### src/sv/nfcfp_pkg.sv
// shared types, codes and constants of the frame byte parser
package nfcfp_pkg;

    // frame size limit (total bytes counted from buffer slot 0)
    localparam logic [8:0] MAX_FRAME_BYTES = 9'd64;

    // byte values used by the parser
    localparam logic [7:0] BYTE_ZERO = 8'h00;
    localparam logic [7:0] BYTE_ONE  = 8'h01;
    localparam logic [7:0] BYTE_FF   = 8'hFF;
    localparam logic [7:0] BYTE_WAKE = 8'h55;

    // register reset values
    localparam logic       RESERVED_OFFSET_RESET = 1'b0;
    localparam logic [7:0] FRAME_ID_RESET        = 8'hD5;

    // configuration register indexes
    localparam int unsigned CFG_INDEX_W = 1;
    typedef enum logic [CFG_INDEX_W-1:0] {
        CFG_RESERVED_OFFSET = 1'b0,
        CFG_FRAME_ID        = 1'b1
    } cfg_index_t;

    // parser phases
    typedef enum logic [2:0] {
        PH_HUNT = 3'd0,
        PH_LEN  = 3'd1,
        PH_LCS  = 3'd2,
        PH_TFI  = 3'd3,
        PH_EXT  = 3'd4,
        PH_DATA = 3'd5
    } phase_t;

    // per-byte status codes
    typedef enum logic [2:0] {
        ST_BUSY    = 3'd0,
        ST_DONE    = 3'd1,
        ST_ACK     = 3'd2,
        ST_WAKEUP  = 3'd3,
        ST_CSUM    = 3'd4,
        ST_DROPPED = 3'd5
    } status_t;

    // parser state carried from byte to byte
    typedef struct packed {
        phase_t     phase;
        logic [7:0] write_position;
        logic [7:0] expected_count;
        logic [7:0] running_sum;
        logic [7:0] previous_byte;
        logic [1:0] wake_countdown;
        logic [7:0] length_byte;
        logic [7:0] length_check_byte;
    } parse_state_t;

    localparam parse_state_t STATE_CLEAR = '{
        phase:             PH_HUNT,
        write_position:    8'd0,
        expected_count:    8'd0,
        running_sum:       8'd0,
        previous_byte:     BYTE_ONE,
        wake_countdown:    2'd0,
        length_byte:       8'd0,
        length_check_byte: 8'd0
    };

    // one result per byte
    typedef struct packed {
        status_t    status;
        logic       start_found;
        logic       store_valid;
        logic [7:0] store_index;
        logic [7:0] frame_length;
    } parse_result_t;

    // configuration seen by the parser
    typedef struct packed {
        logic       reserved_offset;
        logic [7:0] expected_frame_id;
    } parse_cfg_t;

endpackage

### src/sv/nfcfp_cfg.sv
// configuration registers of the frame byte parser
module nfcfp_cfg
(
    input  logic                              clk,
    input  logic                              rst_n,
    input  logic                              cfg_we,
    input  logic [nfcfp_pkg::CFG_INDEX_W-1:0] cfg_index,
    input  logic [7:0]                        cfg_data,
    output nfcfp_pkg::parse_cfg_t             cfg
);
    import nfcfp_pkg::*;

    parse_cfg_t cfg_reg;

    // register writes, no read-back
    always_ff @(posedge clk or negedge rst_n)
    begin
        if (!rst_n)
        begin
            cfg_reg.reserved_offset   <= RESERVED_OFFSET_RESET;
            cfg_reg.expected_frame_id <= FRAME_ID_RESET;
        end
        else if (cfg_we)
        begin
            case (cfg_index_t'(cfg_index))
                CFG_RESERVED_OFFSET: cfg_reg.reserved_offset   <= cfg_data[0];
                CFG_FRAME_ID:        cfg_reg.expected_frame_id <= cfg_data;
                default:             cfg_reg <= cfg_reg;
            endcase
        end
    end

    assign cfg = cfg_reg;

endmodule

### src/sv/nfcfp_step.sv
// per-byte decision logic: next parser state and result from one byte
module nfcfp_step
(
    input  nfcfp_pkg::parse_state_t  cur,
    input  logic [7:0]               rx_byte,
    input  nfcfp_pkg::parse_cfg_t    cfg,
    output nfcfp_pkg::parse_state_t  nxt,
    output nfcfp_pkg::parse_result_t res
);
    import nfcfp_pkg::*;

    logic [7:0] wp_inc;
    logic [7:0] sum_next;
    logic [7:0] len_sum;
    logic [8:0] total;
    logic [7:0] offset_ext;

    // shared arithmetic
    assign wp_inc     = cur.write_position + 8'd1;
    assign sum_next   = cur.running_sum + rx_byte;
    assign len_sum    = cur.length_byte + cur.length_check_byte;
    assign total      = {1'b0, cur.expected_count} + {1'b0, cur.length_byte};
    assign offset_ext = {7'd0, cfg.reserved_offset};

    always_comb
    begin
        nxt = cur;
        res = '{status: ST_BUSY, start_found: 1'b0, store_valid: 1'b0,
                store_index: 8'd0, frame_length: 8'd0};

        case (cur.phase)
            PH_HUNT:
            begin
                if (cur.write_position != 8'd0)
                begin
                    // first byte after a finished frame only clears
                    nxt = STATE_CLEAR;
                end
                else if (rx_byte == BYTE_FF && cur.previous_byte == BYTE_ZERO)
                begin
                    nxt.write_position = offset_ext + 8'd3;
                    nxt.expected_count = offset_ext + 8'd5;
                    nxt.phase          = PH_LEN;
                    res.start_found    = 1'b1;
                end
                else if (rx_byte == BYTE_WAKE && cur.previous_byte == BYTE_WAKE)
                begin
                    nxt.wake_countdown = 2'd3;
                end
                else if (cur.wake_countdown != 2'd0)
                begin
                    if (rx_byte != BYTE_ZERO)
                    begin
                        nxt.wake_countdown = 2'd0;
                    end
                    else
                    begin
                        nxt.wake_countdown = cur.wake_countdown - 2'd1;
                        if (cur.wake_countdown == 2'd1)
                        begin
                            res.status = ST_WAKEUP;
                        end
                    end
                end
            end

            PH_LEN:
            begin
                res.store_valid    = 1'b1;
                res.store_index    = cur.write_position;
                nxt.write_position = wp_inc;
                nxt.length_byte    = rx_byte;
                nxt.phase          = PH_LCS;
            end

            PH_LCS:
            begin
                res.store_valid       = 1'b1;
                res.store_index       = cur.write_position;
                nxt.write_position    = wp_inc;
                nxt.length_check_byte = rx_byte;
                if (cur.length_byte == BYTE_FF && rx_byte == BYTE_FF)
                begin
                    // extended frame
                    nxt.expected_count = cur.expected_count + 8'd4;
                    nxt.phase          = PH_EXT;
                end
                else if ((cur.length_byte == BYTE_FF && rx_byte == BYTE_ZERO) ||
                         (cur.length_byte == BYTE_ZERO && rx_byte == BYTE_FF))
                begin
                    // ack or nack
                    res.status       = ST_ACK;
                    res.frame_length = wp_inc;
                    nxt.phase        = PH_HUNT;
                end
                else
                begin
                    nxt.expected_count = cur.expected_count + 8'd1;
                    nxt.phase          = PH_TFI;
                end
            end

            PH_EXT:
            begin
                nxt        = STATE_CLEAR;
                res.status = ST_DROPPED;
            end

            PH_TFI:
            begin
                res.store_valid    = 1'b1;
                res.store_index    = cur.write_position;
                nxt.write_position = wp_inc;
                if (cur.length_byte == BYTE_ONE && cur.length_check_byte == BYTE_FF)
                begin
                    // error frame: no identifier check
                    nxt.expected_count = cur.expected_count + 8'd1;
                    nxt.running_sum    = rx_byte;
                    nxt.phase          = PH_DATA;
                end
                else if (len_sum == 8'd0)
                begin
                    if (total > MAX_FRAME_BYTES)
                    begin
                        nxt        = STATE_CLEAR;
                        res.status = ST_DROPPED;
                    end
                    else if (rx_byte == cfg.expected_frame_id)
                    begin
                        nxt.expected_count = total[7:0];
                        nxt.running_sum    = cfg.expected_frame_id;
                        nxt.phase          = PH_DATA;
                    end
                    else
                    begin
                        nxt        = STATE_CLEAR;
                        res.status = ST_DROPPED;
                    end
                end
                else
                begin
                    // bad length checksum
                    nxt        = STATE_CLEAR;
                    res.status = ST_CSUM;
                end
            end

            PH_DATA:
            begin
                res.store_valid    = 1'b1;
                res.store_index    = cur.write_position;
                nxt.write_position = wp_inc;
                nxt.running_sum    = sum_next;
                if (wp_inc >= cur.expected_count)
                begin
                    if (sum_next != 8'd0)
                    begin
                        nxt        = STATE_CLEAR;
                        res.status = ST_CSUM;
                    end
                    else
                    begin
                        res.status       = ST_DONE;
                        res.frame_length = wp_inc;
                        nxt.phase        = PH_HUNT;
                    end
                end
            end

            default:
            begin
                nxt        = STATE_CLEAR;
                res.status = ST_DROPPED;
            end
        endcase

        // every byte is remembered for start code and wake-up detection
        nxt.previous_byte = rx_byte;
    end

endmodule

### src/sv/nfc_frame_byte_parser_core.sv
// top level of the frame byte parser: input register, decision logic, result register
//
//  channel   dir  handshake          payload
//  s_axis    in   tvalid / tready    tdata[7:0] rx_byte
//  m_axis    out  tvalid / tready    tuser[2:0] status, tdata[17:0] result fields
//  cfg       in   cfg_we             cfg_index selects register, cfg_data value
//
// one byte per cycle sustained while m_axis does not stall; a beat is held in the input register
// and then sits in the result register, from which its result is offered on m_axis.
// the parser state advances in the same cycle a byte moves to the result register.
// reset clears parser state, both valid flags and the configuration registers.
// a stalled result register holds the input register, which then stalls s_axis.
module nfc_frame_byte_parser_core
(
    input  logic                              clk,
    input  logic                              rst_n,
    // input stream
    input  logic                              s_axis_tvalid,
    output logic                              s_axis_tready,
    input  logic [7:0]                        s_axis_tdata,   // [7:0] rx_byte
    // result stream
    output logic                              m_axis_tvalid,
    input  logic                              m_axis_tready,
    output logic [23:0]                       m_axis_tdata,   // [0] start_found,
                                                              // [1] store_valid,
                                                              // [9:2] store_index,
                                                              // [17:10] frame_length
    output logic [2:0]                        m_axis_tuser,   // [2:0] status
    // configuration
    input  logic                              cfg_we,
    input  logic [nfcfp_pkg::CFG_INDEX_W-1:0] cfg_index,
    input  logic [7:0]                        cfg_data
);
    import nfcfp_pkg::*;

    parse_cfg_t    cfg;
    parse_state_t  state_reg;
    parse_state_t  state_next;
    parse_result_t res_next;
    parse_result_t res_reg;
    logic          in_valid_reg;
    logic [7:0]    in_byte_reg;
    logic          out_valid_reg;
    logic          advance;
    logic          s_fire;

    nfcfp_cfg u_cfg
    (
        .clk       (clk),
        .rst_n     (rst_n),
        .cfg_we    (cfg_we),
        .cfg_index (cfg_index),
        .cfg_data  (cfg_data),
        .cfg       (cfg)
    );

    nfcfp_step u_step
    (
        .cur     (state_reg),
        .rx_byte (in_byte_reg),
        .cfg     (cfg),
        .nxt     (state_next),
        .res     (res_next)
    );

    // handshake control
    assign advance       = in_valid_reg && (!out_valid_reg || m_axis_tready);
    assign s_axis_tready = !in_valid_reg || advance;
    assign s_fire        = s_axis_tvalid && s_axis_tready;

    // input register
    always_ff @(posedge clk or negedge rst_n)
    begin
        if (!rst_n)
        begin
            in_valid_reg <= 1'b0;
        end
        else if (s_axis_tready)
        begin
            in_valid_reg <= s_axis_tvalid;
        end
    end

    always_ff @(posedge clk)
    begin
        if (s_fire)
        begin
            in_byte_reg <= s_axis_tdata;
        end
    end

    // parser state and result valid
    always_ff @(posedge clk or negedge rst_n)
    begin
        if (!rst_n)
        begin
            state_reg     <= STATE_CLEAR;
            out_valid_reg <= 1'b0;
        end
        else
        begin
            if (advance)
            begin
                state_reg <= state_next;
            end
            if (advance)
            begin
                out_valid_reg <= 1'b1;
            end
            else if (m_axis_tready)
            begin
                out_valid_reg <= 1'b0;
            end
        end
    end

    // result register
    always_ff @(posedge clk)
    begin
        if (advance)
        begin
            res_reg <= res_next;
        end
    end

    assign m_axis_tvalid = out_valid_reg;
    assign m_axis_tuser  = res_reg.status;
    assign m_axis_tdata  = {6'd0, res_reg.frame_length, res_reg.store_index,
                            res_reg.store_valid, res_reg.start_found};

    // a start code byte is never itself stored
    assert property (@(posedge clk) disable iff (!rst_n)
        out_valid_reg && res_reg.start_found |-> !res_reg.store_valid)
        else $error("start code byte marked for storage");

    // frame length only accompanies a finished frame or an ack
    assert property (@(posedge clk) disable iff (!rst_n)
        out_valid_reg && res_reg.frame_length != 8'd0 |->
            (res_reg.status == ST_DONE || res_reg.status == ST_ACK))
        else $error("frame length reported without a finished frame");

    // an unstored byte carries no slot
    assert property (@(posedge clk) disable iff (!rst_n)
        out_valid_reg && !res_reg.store_valid |-> res_reg.store_index == 8'd0)
        else $error("slot given for an unstored byte");

    // a stalled result holds the parser state
    assert property (@(posedge clk) disable iff (!rst_n)
        out_valid_reg && !m_axis_tready |=> $stable(state_reg))
        else $error("parser state moved while result stalled");

    // the input side stalls only with a byte waiting
    assert property (@(posedge clk) disable iff (!rst_n)
        !s_axis_tready |-> in_valid_reg && out_valid_reg)
        else $error("input stalled with nothing pending");

endmodule

### config.mk
export PLATFORM = sky130hd
export DESIGN_NAME = nfc_frame_byte_parser_core
export DESIGN_NICKNAME = d
export VERILOG_FILES = /design/src/sv/nfcfp_pkg.sv /design/src/sv/nfcfp_cfg.sv /design/src/sv/nfcfp_step.sv /design/src/sv/nfc_frame_byte_parser_core.sv
export SDC_FILE = /design/constraint.sdc
export NUM_CORES = 1
export LEC_CHECK = 0
export BUFFER_PORTS_ARGS = -buffer_cell sky130_fd_sc_hd__buf_4
export CORE_MARGIN = 2
export CORE_UTILIZATION = 45
export CTS_CLUSTER_SIZE = 40
export DETAILED_ROUTE_END_ITERATION = 7
export GPL_ROUTABILITY_DRIVEN = 0
export PLACE_DENSITY = 0.68
export SYNTH_ARGS = -nofsm -noshare
export SYNTH_HDL_FRONTEND = slang
export SYNTH_SLANG_ARGS = --single-unit
### constraint.sdc
create_clock -name clk -period 5.59 [get_ports clk]
set_input_delay 0.2795 -clock clk [delete_from_list [all_inputs] [get_ports clk]]
set_output_delay 0.2795 -clock clk [all_outputs]
set_load 0.01 [all_outputs]
==> impl_metrics.yaml, run 1 <==
route:
  num_vias: 4906
  routedWlPerCell_um: 17.96
  viasPerCell: 5.947
  antenna_left: 0
  totalWireLength_mm: 14.82
  drt_iter0_markers: 329
  drt_pass1_iterations: 6
  drc: 0
floorplan:
  dieArea_sq_mm: 0.01438
  ios: 51
  core_sq_mm: 0.01319
  rows: 42
  initial_core_util_pct: 45.85
  die_h_um: 119.9
  die_w_um: 119.9
yosys:
  synthArstFlopShare_pct: 68.82
  ys.warnings.count: 0
  synth-edff-count: 29
  synthCells: 613
  ys_ff_latch: 93
  avgSynthCellArea_sq_um: 9.867
  netlist_area_sq_mm: 0.006048
  synth_cell_types: 71
  yosys_most_used_dff: "dfrtp_1"
  yosys.area.top_type_share_pct: 24.00
  seq_area_frac_synth_pct: 41.00
  synth.largest_area_cell: "dfrtp_1"
  synthTopCellsByArea: "dfrtp_1 24%, edfxtp_1 14%, ha_1 7.4%"
cts:
  post_cts_buffers: 0
  clock_latency_ps: 350
  clockRootBuffer: "clkbuf_16"
  cts.repair.resized: 0
  htreeDepth: 3
  clk_path_buf_depth: 2
  cts_buffers: 9
  cts_tree: "done"
  clock-sinks: 93
  cts.reportedPaths.clkPinSlew_ps: 60
  hold_buffers: 0
timing:
  min_period_ps: 3959
  setup_viol: 0
  whs_ps: 15.81
  rsz0062_at_grt: "false"
  hold_viol: 0
  slew-limit-headroom_pct: 36.14
  max_freq_mhz: 252.6
  worst_slew_pin_slew_ps: 954.4
  fin_worst_skew_ps: 8.302
  slew_viol_final: 0
  finalSetupTns_ps: 0
  finalCritPeriodShare_pct: 70.82
job:
  maxCapViolCount: 0
critical_path:
  slowest_delay_ps: 570
  crit_family: "simple AND/OR/NAND/NOR gates"
  critical-path-slowest-cell: "or4b_4"
  cp-start-kind: "flop"
  path_cells: "ha_1, inv_1, fa_1, or2b_2, or4_1, or4b_4, a31oi_4, or2_1, mux2_4"
  cp.required_ps: 5830
  crit_arrival_ps: 4200
  critPathBufInv: 1
  end_kind: "flop"
  criticalPathCategory: "reg -> reg"
  crit_path_max_fanout: 14
hold_path:
  hp-class: "in -> async"
cells_and_area:
  finalNetCount: 705
  layout_commonest_cell: "dfrtp_1"
  final_layout_size_suffix_gt1_share_pct: 17.41
  n_antenna_cell: 0
  synthToLayoutAreaGrowth_pct: 12.08
  final_cell_mix: "58 x dfrtp_1, 46 x nand2_1, 46 x nor2_1, 46 x buf_4, 42 x inv_1"
  final_cell_area_sq_mm: 0.006779
  largest_reg_flops: 53
grt:
  grt_first_pass_wirelength_mm: 24.43
  grt_max_degree: 65
  track_usage_pct: 21.64
  grt_antenna_before_repair: 0
  grt_pass1_vias: 4817
  overflow: 0
place:
  post-dp-hpwl_mm: 11.02
  numPortBuffers: 44
  place_area_sq_mm: 0.006464
pwr:
  ir_worst_vdd_v: 0.0002427
  p_leak_nw: 2.914
  p_per_area_mw_per_mm2: 447.3
status:
  status: "complete, no violations"
-- per-stage QoR --
step	worst slack, ps	util, %	instances	power [mW]
final	1631	51.39	825	3.032
after global routing	1507	51.39	825	3.252
after CTS	1665	51.39	825	3.028
after detailed placement	1669	49.00	809	2.392
after global placement	1776	49.00	809	2.345
after floorplan	2305	-	618	2.041
-- power breakdown --
group          switching, mW  internal [mW]
Clock                  0.259          0.367
Combinational          0.804          0.553
Sequential             0.188          0.862
-- worst register-to-register path, stage by stage, from the launching register on --
cell and delay [ps]:
edfxtp_1 520, ha_1 250, inv_1 60, fa_1 500, or2b_2 290, or4_1 510
or4b_4 570, a31oi_4 520, or2_1 320, mux2_4 320
-- final timing paths --
path                                           from                        end  slack [ps]  depth (start not counted)
max                        in_byte_reg[0]$_DFFE_PP_  state_reg[37]$_DFFE_PN0P_        1630                          9
min                                           rst_n  state_reg[40]$_DFFE_PN0P_          20                          1
max reg2reg                in_byte_reg[0]$_DFFE_PP_  state_reg[37]$_DFFE_PN0P_        1630                          9
min reg2reg                in_valid_reg$_DFFE_PN0N_  m_axis_tvalid$_DFFE_PN0P_         490                          1
max in group asynchronous                     rst_n  state_reg[31]$_DFFE_PN0P_        5010                          1
min in group clk                    s_axis_tdata[5]   in_byte_reg[5]$_DFFE_PP_         100                          1
-- cells by family (layout without fill, tap and decap cells) --
family / Yosys count / after routing / share of synthesized area, %
flops: 93 / 93 / 41.00
fa+ha+maj: 39 / 39 / 8.440
buf+inv: 73 / 104 / 5.399
simple gates: 198 / 198 / 17.03
compound gates: 128 / 128 / 14.67
other cells: 1 / 6 / 0.06200
xor+xnor: 33 / 33 / 4.779
mux: 48 / 48 / 8.626
-- cell type report --
cell class              instances  area [sq um]
repair buffers                 46         345.3
well taps                     176         220.2
fillers                      1195          6411
multi-input cells             452          3261
flip-flops and latches         93          2480
inverters                      42         157.7
clock inverters                 4         26.28
clock buffers                  12         289.0
-- cell usage after synthesis, drive strengths merged, types with 9 or more instances --
| cell type | number |
|---|---|
| mux2i | 24 |
| clkbuf | 19 |
| a21oi | 38 |
| o21ai | 17 |
| nand4 | 11 |
| xor2 | 19 |
| buf | 12 |
| a211oi | 9 |
| xnor2 | 14 |
| inv | 42 |
| nor4 | 12 |
| ha | 36 |
| mux2 | 24 |
| nand3 | 16 |
| edfxtp | 29 |
| nor3 | 15 |
| dfrtp | 58 |
| nor2 | 46 |
| o31ai | 9 |
| nand2b | 9 |
| nand2 | 46 |
-- routing by layer --
| metal | share of wire (%) | up-vias | GRT usage [%] |
|---|---|---|---|
| met4 | 3.5 | 0 | 9.926 |
| met1 | 42 | 2363 | 27.55 |
| met5 | 0 | - | 0 |
| li1 | - | 2287 | - |
| met3 | 6.1 | 47 | 5.133 |
| met2 | 49 | 209 | 34.87 |
No activity file was read; power rests on OpenSTA's default activity.
==> run 2, diff against run 1 <==
==> constraint.sdc (replaced) <==
create_clock -name clk -period 4.1 [get_ports clk]
set_input_delay 0.205 -clock clk [delete_from_list [all_inputs] [get_ports clk]]
set_output_delay 0.205 -clock clk [all_outputs]
set_load 0.01 [all_outputs]
==> run 2 against run 1 <==
  * Hold slack improved by 15 ps
  * Via count shrank 2.3%
  * Fmax is 5.8% higher
  * Register-to-register slack worse by 1300 ps
  * Wire length decreased by 1.8%
  * Global-route usage is 0.67 points lower
==> impl_metrics.yaml, run 2 (synthesis results as in run 1) <==
status:
  status: "complete, no violations"
floorplan:
  die_h_um: 119.9
  dieArea_sq_mm: 0.01438
  core_sq_mm: 0.01319
  rows: 42
  initial_core_util_pct: 45.85
  die_w_um: 119.9
  ios: 51
critical_path:
  regToRegSetupSlack_ps: 360
  rr_worst_depth: 8
  cp-start-kind: "flop"
  crit_arrival_ps: 3970
  r2r_start: "in_byte_reg[1]$_DFFE_PP_"
  cp.required_ps: 4330
  crit_path_max_fanout: 14
  criticalPathCategory: "reg -> reg"
  end_kind: "flop"
  r2r_end: "state_reg[37]$_DFFE_PN0P_"
pwr:
  ir_worst_vdd_v: 0.0003353
  p_per_area_mw_per_mm2: 592.6
  p_leak_nw: 2.931
cts:
  cts_tree: "done"
  clk_path_buf_depth: 2
  cts.reportedPaths.clkPinSlew_ps: 60
  htreeDepth: 3
  clock-sinks: 93
  clockRootBuffer: "clkbuf_16"
  cts_buffers: 9
  clock_latency_ps: 350
route:
  totalWireLength_mm: 14.56
  antenna_left: 0
  drt_iter0_markers: 295
  drt_pass1_iterations: 7
  drc: 0
  viasPerCell: 5.753
  num_vias: 4792
  routedWlPerCell_um: 17.47
cells_and_area:
  utilization_pct: 51.55
  regArea_sq_mm: 0.002480
  fillCellCount: 1186
  stdcell_count: 833
  multiInputGateArea_sq_mm: 0.003261
  synthToLayoutAreaGrowth_pct: 12.41
  layout_commonest_cell: "dfrtp_1"
  n_antenna_cell: 0
  final_cell_mix: "58 x dfrtp_1, 52 x buf_4, 46 x nand2_1, 46 x nor2_1, 42 x inv_1"
  final_layout_size_suffix_gt1_share_pct: 17.81
  finalNetCount: 713
  largest_reg_flops: 53
timing:
  min_period_ps: 3741
  max_freq_mhz: 267.3
  slew_viol_final: 0
  hold_viol: 0
  worst_slew_pin_slew_ps: 849.7
  whs_ps: 30.86
  setup_viol: 0
  finalCritPeriodShare_pct: 91.26
  rsz0062_at_grt: "false"
  fin_worst_skew_ps: 7.505
  finalSetupTns_ps: 0
  slew-limit-headroom_pct: 43.36
grt:
  grt_first_pass_wirelength_mm: 23.65
  grt_antenna_before_repair: 0
  grt_pass1_vias: 4684
  track_usage_pct: 20.97
  grt_max_degree: 65
  overflow: 0
hold_path:
  hp-class: "in -> reg"
  whs_endpoint: "in_byte_reg[6]$_DFFE_PP_"
  min_from: "s_axis_tdata[6]"
  worstHoldPathCells: 1
place:
  numPortBuffers: 44
  placed_cells: 816
  post-dp-hpwl_mm: 10.84
job:
  maxCapViolCount: 0
-- run 2: worst max-delay path by stage --
stage / startpoint / end / slack, ps / depth (start not counted)
after global placement: in_byte_reg[1]$_DFFE_PP_ / state_reg[37]$_DFFE_PN0P_ / 460 / 8
after global routing: state_reg[8]$_DFFE_PN0P_ / state_reg[46]$_DFFE_PN0P_ / 120 / 11
final: in_byte_reg[1]$_DFFE_PP_ / state_reg[37]$_DFFE_PN0P_ / 360 / 8
after floorplan: state_reg[26]$_DFFE_PN0P_ / state_reg[37]$_DFFE_PN0P_ / 810 / 10
after CTS: state_reg[8]$_DFFE_PN0P_ / state_reg[1]$_DFFE_PN0P_ / 360 / 11
after detailed placement: in_byte_reg[1]$_DFFE_PP_ / state_reg[37]$_DFFE_PN0P_ / 380 / 8
-- run 2: power by group --
part	total, mW	internal (mW)	switching (mW)
sequential	1.42	1.17	0.248
clock	0.749	0.407	0.342
combinational	1.86	0.770	1.09
total	4.03	2.35	1.68
-- run 2: per-layer routing --
metal  vias to the layer above  part of all wire, %  global-route usage (%)
met5                         -                    0                       0
met2                       158                   50                   35.58
met4                         0                  1.7                   5.956
met1                      2315                   43                   26.66
li1                       2300                    -                       -
met3                        19                  4.9                   4.990
-- run 2: through the flow --
stage	cell area, sq um	power, mW	setup slack, ps
3_5_place_dp	6529	3.256	383.0
6_report	6799	4.029	358.5
5_1_grt	6799	4.324	116.5
3_3_place_gp	6529	3.204	458.1
2_1_floorplan	6067	2.783	814.6
4_1_cts	6799	4.020	363.1
-- run 2: worst max-delay path, cell delays in order, from the launching register on --
cell and delay [ps]:
edfxtp_1 440, inv_1 150, fa_1 540, or2b_2 290, or4_1 510, or4b_4 580
a31oi_4 470, or2_1 320, mux2_4 320
-- run 2: timing repair --
action	CTS	global route
hold buffers	1	0
setup buffers	0	0
resized for setup	0	0
hold endpoints to repair	13	0
-- run 2: final cells by class --
class	count	area share, %
timing repair buffer	54	6.183
multi-input combinational	452	47.96
tap	176	3.239
clock inverter	5	0.4049
sequential	93	36.47
clock buffer	11	3.423
inverter	42	2.319
==> run 3, diff against run 2 <==
--- a/config.mk
+++ b/config.mk
@@ -10,7 +10,9 @@
 export CORE_UTILIZATION = 45
 export CTS_CLUSTER_SIZE = 40
 export DETAILED_ROUTE_END_ITERATION = 7
-export GPL_ROUTABILITY_DRIVEN = 0
+export GPL_ROUTABILITY_DRIVEN = 1
+export GPL_TIMING_DRIVEN = 0
+export MAX_ROUTING_LAYER = met4
 export PLACE_DENSITY = 0.68
 export SYNTH_ARGS = -nofsm -noshare
 export SYNTH_HDL_FRONTEND = slang
==> run 3 against run 2 <==
  * Cell area rose by 2.0%
  * Clock skew fell by 0.79 ps
  * Sequential power fell by 4%
  * Die area did not move
  * Clock power rose by 14%
  * Critical endpoint is now state_reg[9]$_DFFE_PN0P_
==> impl_metrics.yaml, run 3 (synthesis results as in run 1) <==
grt:
  grt_first_pass_wirelength_mm: 24.79
  grt_max_degree: 65
  track_usage_pct: 22.69
  overflow: 0
  grt_pass1_vias: 4887
  grt_antenna_before_repair: 0
floorplan:
  dieArea_sq_mm: 0.01438
  ios: 51
  initial_core_util_pct: 45.85
  die_h_um: 119.9
  rows: 42
  core_sq_mm: 0.01319
  die_w_um: 119.9
critical_path:
  criticalPathCategory: "reg -> reg"
  end_kind: "flop"
  cp.required_ps: 4350
  crit_path_max_fanout: 10
  crit_arrival_ps: 3900
  cp-start-kind: "flop"
cts:
  cts_buffers: 9
  htreeDepth: 3
  clock-sinks: 93
  clk_path_buf_depth: 2
  clockRootBuffer: "clkbuf_16"
  cts_tree: "done"
  cts.reportedPaths.clkPinSlew_ps: 70
  clock_latency_ps: 360
cells_and_area:
  layout_commonest_cell: "dfrtp_1"
  utilization_pct: 52.57
  synthToLayoutAreaGrowth_pct: 14.65
  regArea_sq_mm: 0.002480
  multiInputGateArea_sq_mm: 0.003266
  fillCellCount: 1173
  n_antenna_cell: 0
  final_layout_size_suffix_gt1_share_pct: 18.26
  largest_reg_flops: 53
  final_cell_mix: "58 x dfrtp_1, 51 x buf_4, 46 x nand2_1, 46 x nor2_1, 42 x inv_1"
  finalNetCount: 735
timing:
  worst_slew_pin_slew_ps: 962.1
  finalCritPeriodShare_pct: 89.24
  slew-limit-headroom_pct: 35.79
  max_freq_mhz: 273.3
  min_period_ps: 3659
  setup_viol: 0
  hold_viol: 0
  slew_viol_final: 0
  fin_worst_skew_ps: 6.712
  finalSetupTns_ps: 0
  rsz0062_at_grt: "false"
pwr:
  sw_frac_of_total_pct: 41.02
  switchingPower_mw: 1.714
  seqPwrFrac_pct: 32.8
  p_int_mw: 2.464
  p_per_area_mw_per_mm2: 602.6
  combPwrFrac_pct: 46.8
  ir_worst_vdd_v: 0.0003628
  p_leak_nw: 2.986
  clkPwrFrac_pct: 20.4
route:
  drt_pass1_iterations: 4
  antenna_left: 0
  num_vias: 4900
  drc: 0
  routedWlPerCell_um: 17.52
  drt_iter0_markers: 361
  totalWireLength_mm: 14.98
  viasPerCell: 5.731
place:
  numPortBuffers: 44
  routabilityCongestion: 0.9088
  post-dp-hpwl_mm: 11.24
hold_path:
  hp-class: "in -> reg"
job:
  maxCapViolCount: 0
status:
  status: "complete, no violations"
-- run 3: cell types whose count changed in the layout (fill, tap and decap cells not counted), sizes merged --
cell,previous run,this run
clkbuf,11,30
clkinvlp,0,2
inv,42,43
bufinv,0,1
clkinv,5,1
buf,53,56
-- run 3: power groups by stage --
| stage | sequential (mW) | combinational (mW) | clock [mW] |
|---|---|---|---|
| after floorplan | 1.34 | 1.45 | 0 |
| after global placement | 1.38 | 1.87 | 0 |
| after detailed placement | 1.38 | 1.91 | 0 |
| after CTS | 1.37 | 1.92 | 0.868 |
| after global routing | 1.40 | 2.18 | 0.903 |
| final | 1.37 | 1.96 | 0.852 |
-- run 3: final cells by class --
cell class	count	share of cell area, %
inverters	42	2.274
flip-flops and latches	93	35.76
plain buffers	31	2.436
multi-input cells	452	47.09
clock inverters	5	0.8481
repair buffers	45	4.908
clock buffers	11	3.501
well taps	176	3.176
-- run 3: final timing paths --
path,from,endpoint,slack (ps),depth (start not counted)
worst max register to register,state_reg[8]$_DFFE_PN0P_,state_reg[9]$_DFFE_PN0P_,440,11
min in group asynchronous,rst_n,state_reg[35]$_DFFE_PN0P_,520,2
worst min-delay path,s_axis_tdata[6],in_byte_reg[6]$_DFFE_PP_,20,1
worst min register to register,state_reg[19]$_DFFE_PN0P_,state_reg[19]$_DFFE_PN0P_,490,2
max in group asynchronous,rst_n,m_axis_tvalid$_DFFE_PN0P_,3010,2
worst max-delay path,state_reg[8]$_DFFE_PN0P_,state_reg[9]$_DFFE_PN0P_,440,11
-- run 3: what timing repair did --
| action | CTS | global route |
|---|---|---|
| hold endpoints to repair | 22 | 0 |
| hold buffers | 1 | 0 |
| buffers inserted | 0 | 0 |
| gates resized for setup | 0 | 1 |
| setup endpoints to repair | 0 | 10 |
-- run 3: per-stage QoR --
stage	std cells	area, sq um	hold WS, ps	setup WS, ps	power [mW]
finish	855	6934	23.95	441.1	4.178
global route	855	6934	11.69	224.4	4.476
CTS	855	6929	10.43	245.1	4.159
detailed placement	838	6618	376.8	285.1	3.297
global placement	838	6618	369.0	356.7	3.250
floorplan	618	6067	-90.59	814.6	2.783
-- run 3: critical path, cell delays in order, from the launching register on --
cell and delay (ps):
dfrtp_1 490, ha_1 290, fa_1 410, a211o_1 280
and3_1 210, o21ai_0 220, xor2_1 150, o2111ai_2 310
a21oi_2 130, buf_4 220, nor3_4 490, mux2_4 340
-- run 3: per-layer routing --
layer	global-route usage, %	part of all wire [%]	wire length (um)	up-vias
met5	-	0	0	-
met1	28.13	42	6289	2335
met2	36.22	49	7318	185
met3	4.087	6.1	914	40
li1	-	-	-	2340
met4	10.37	3.0	456	0
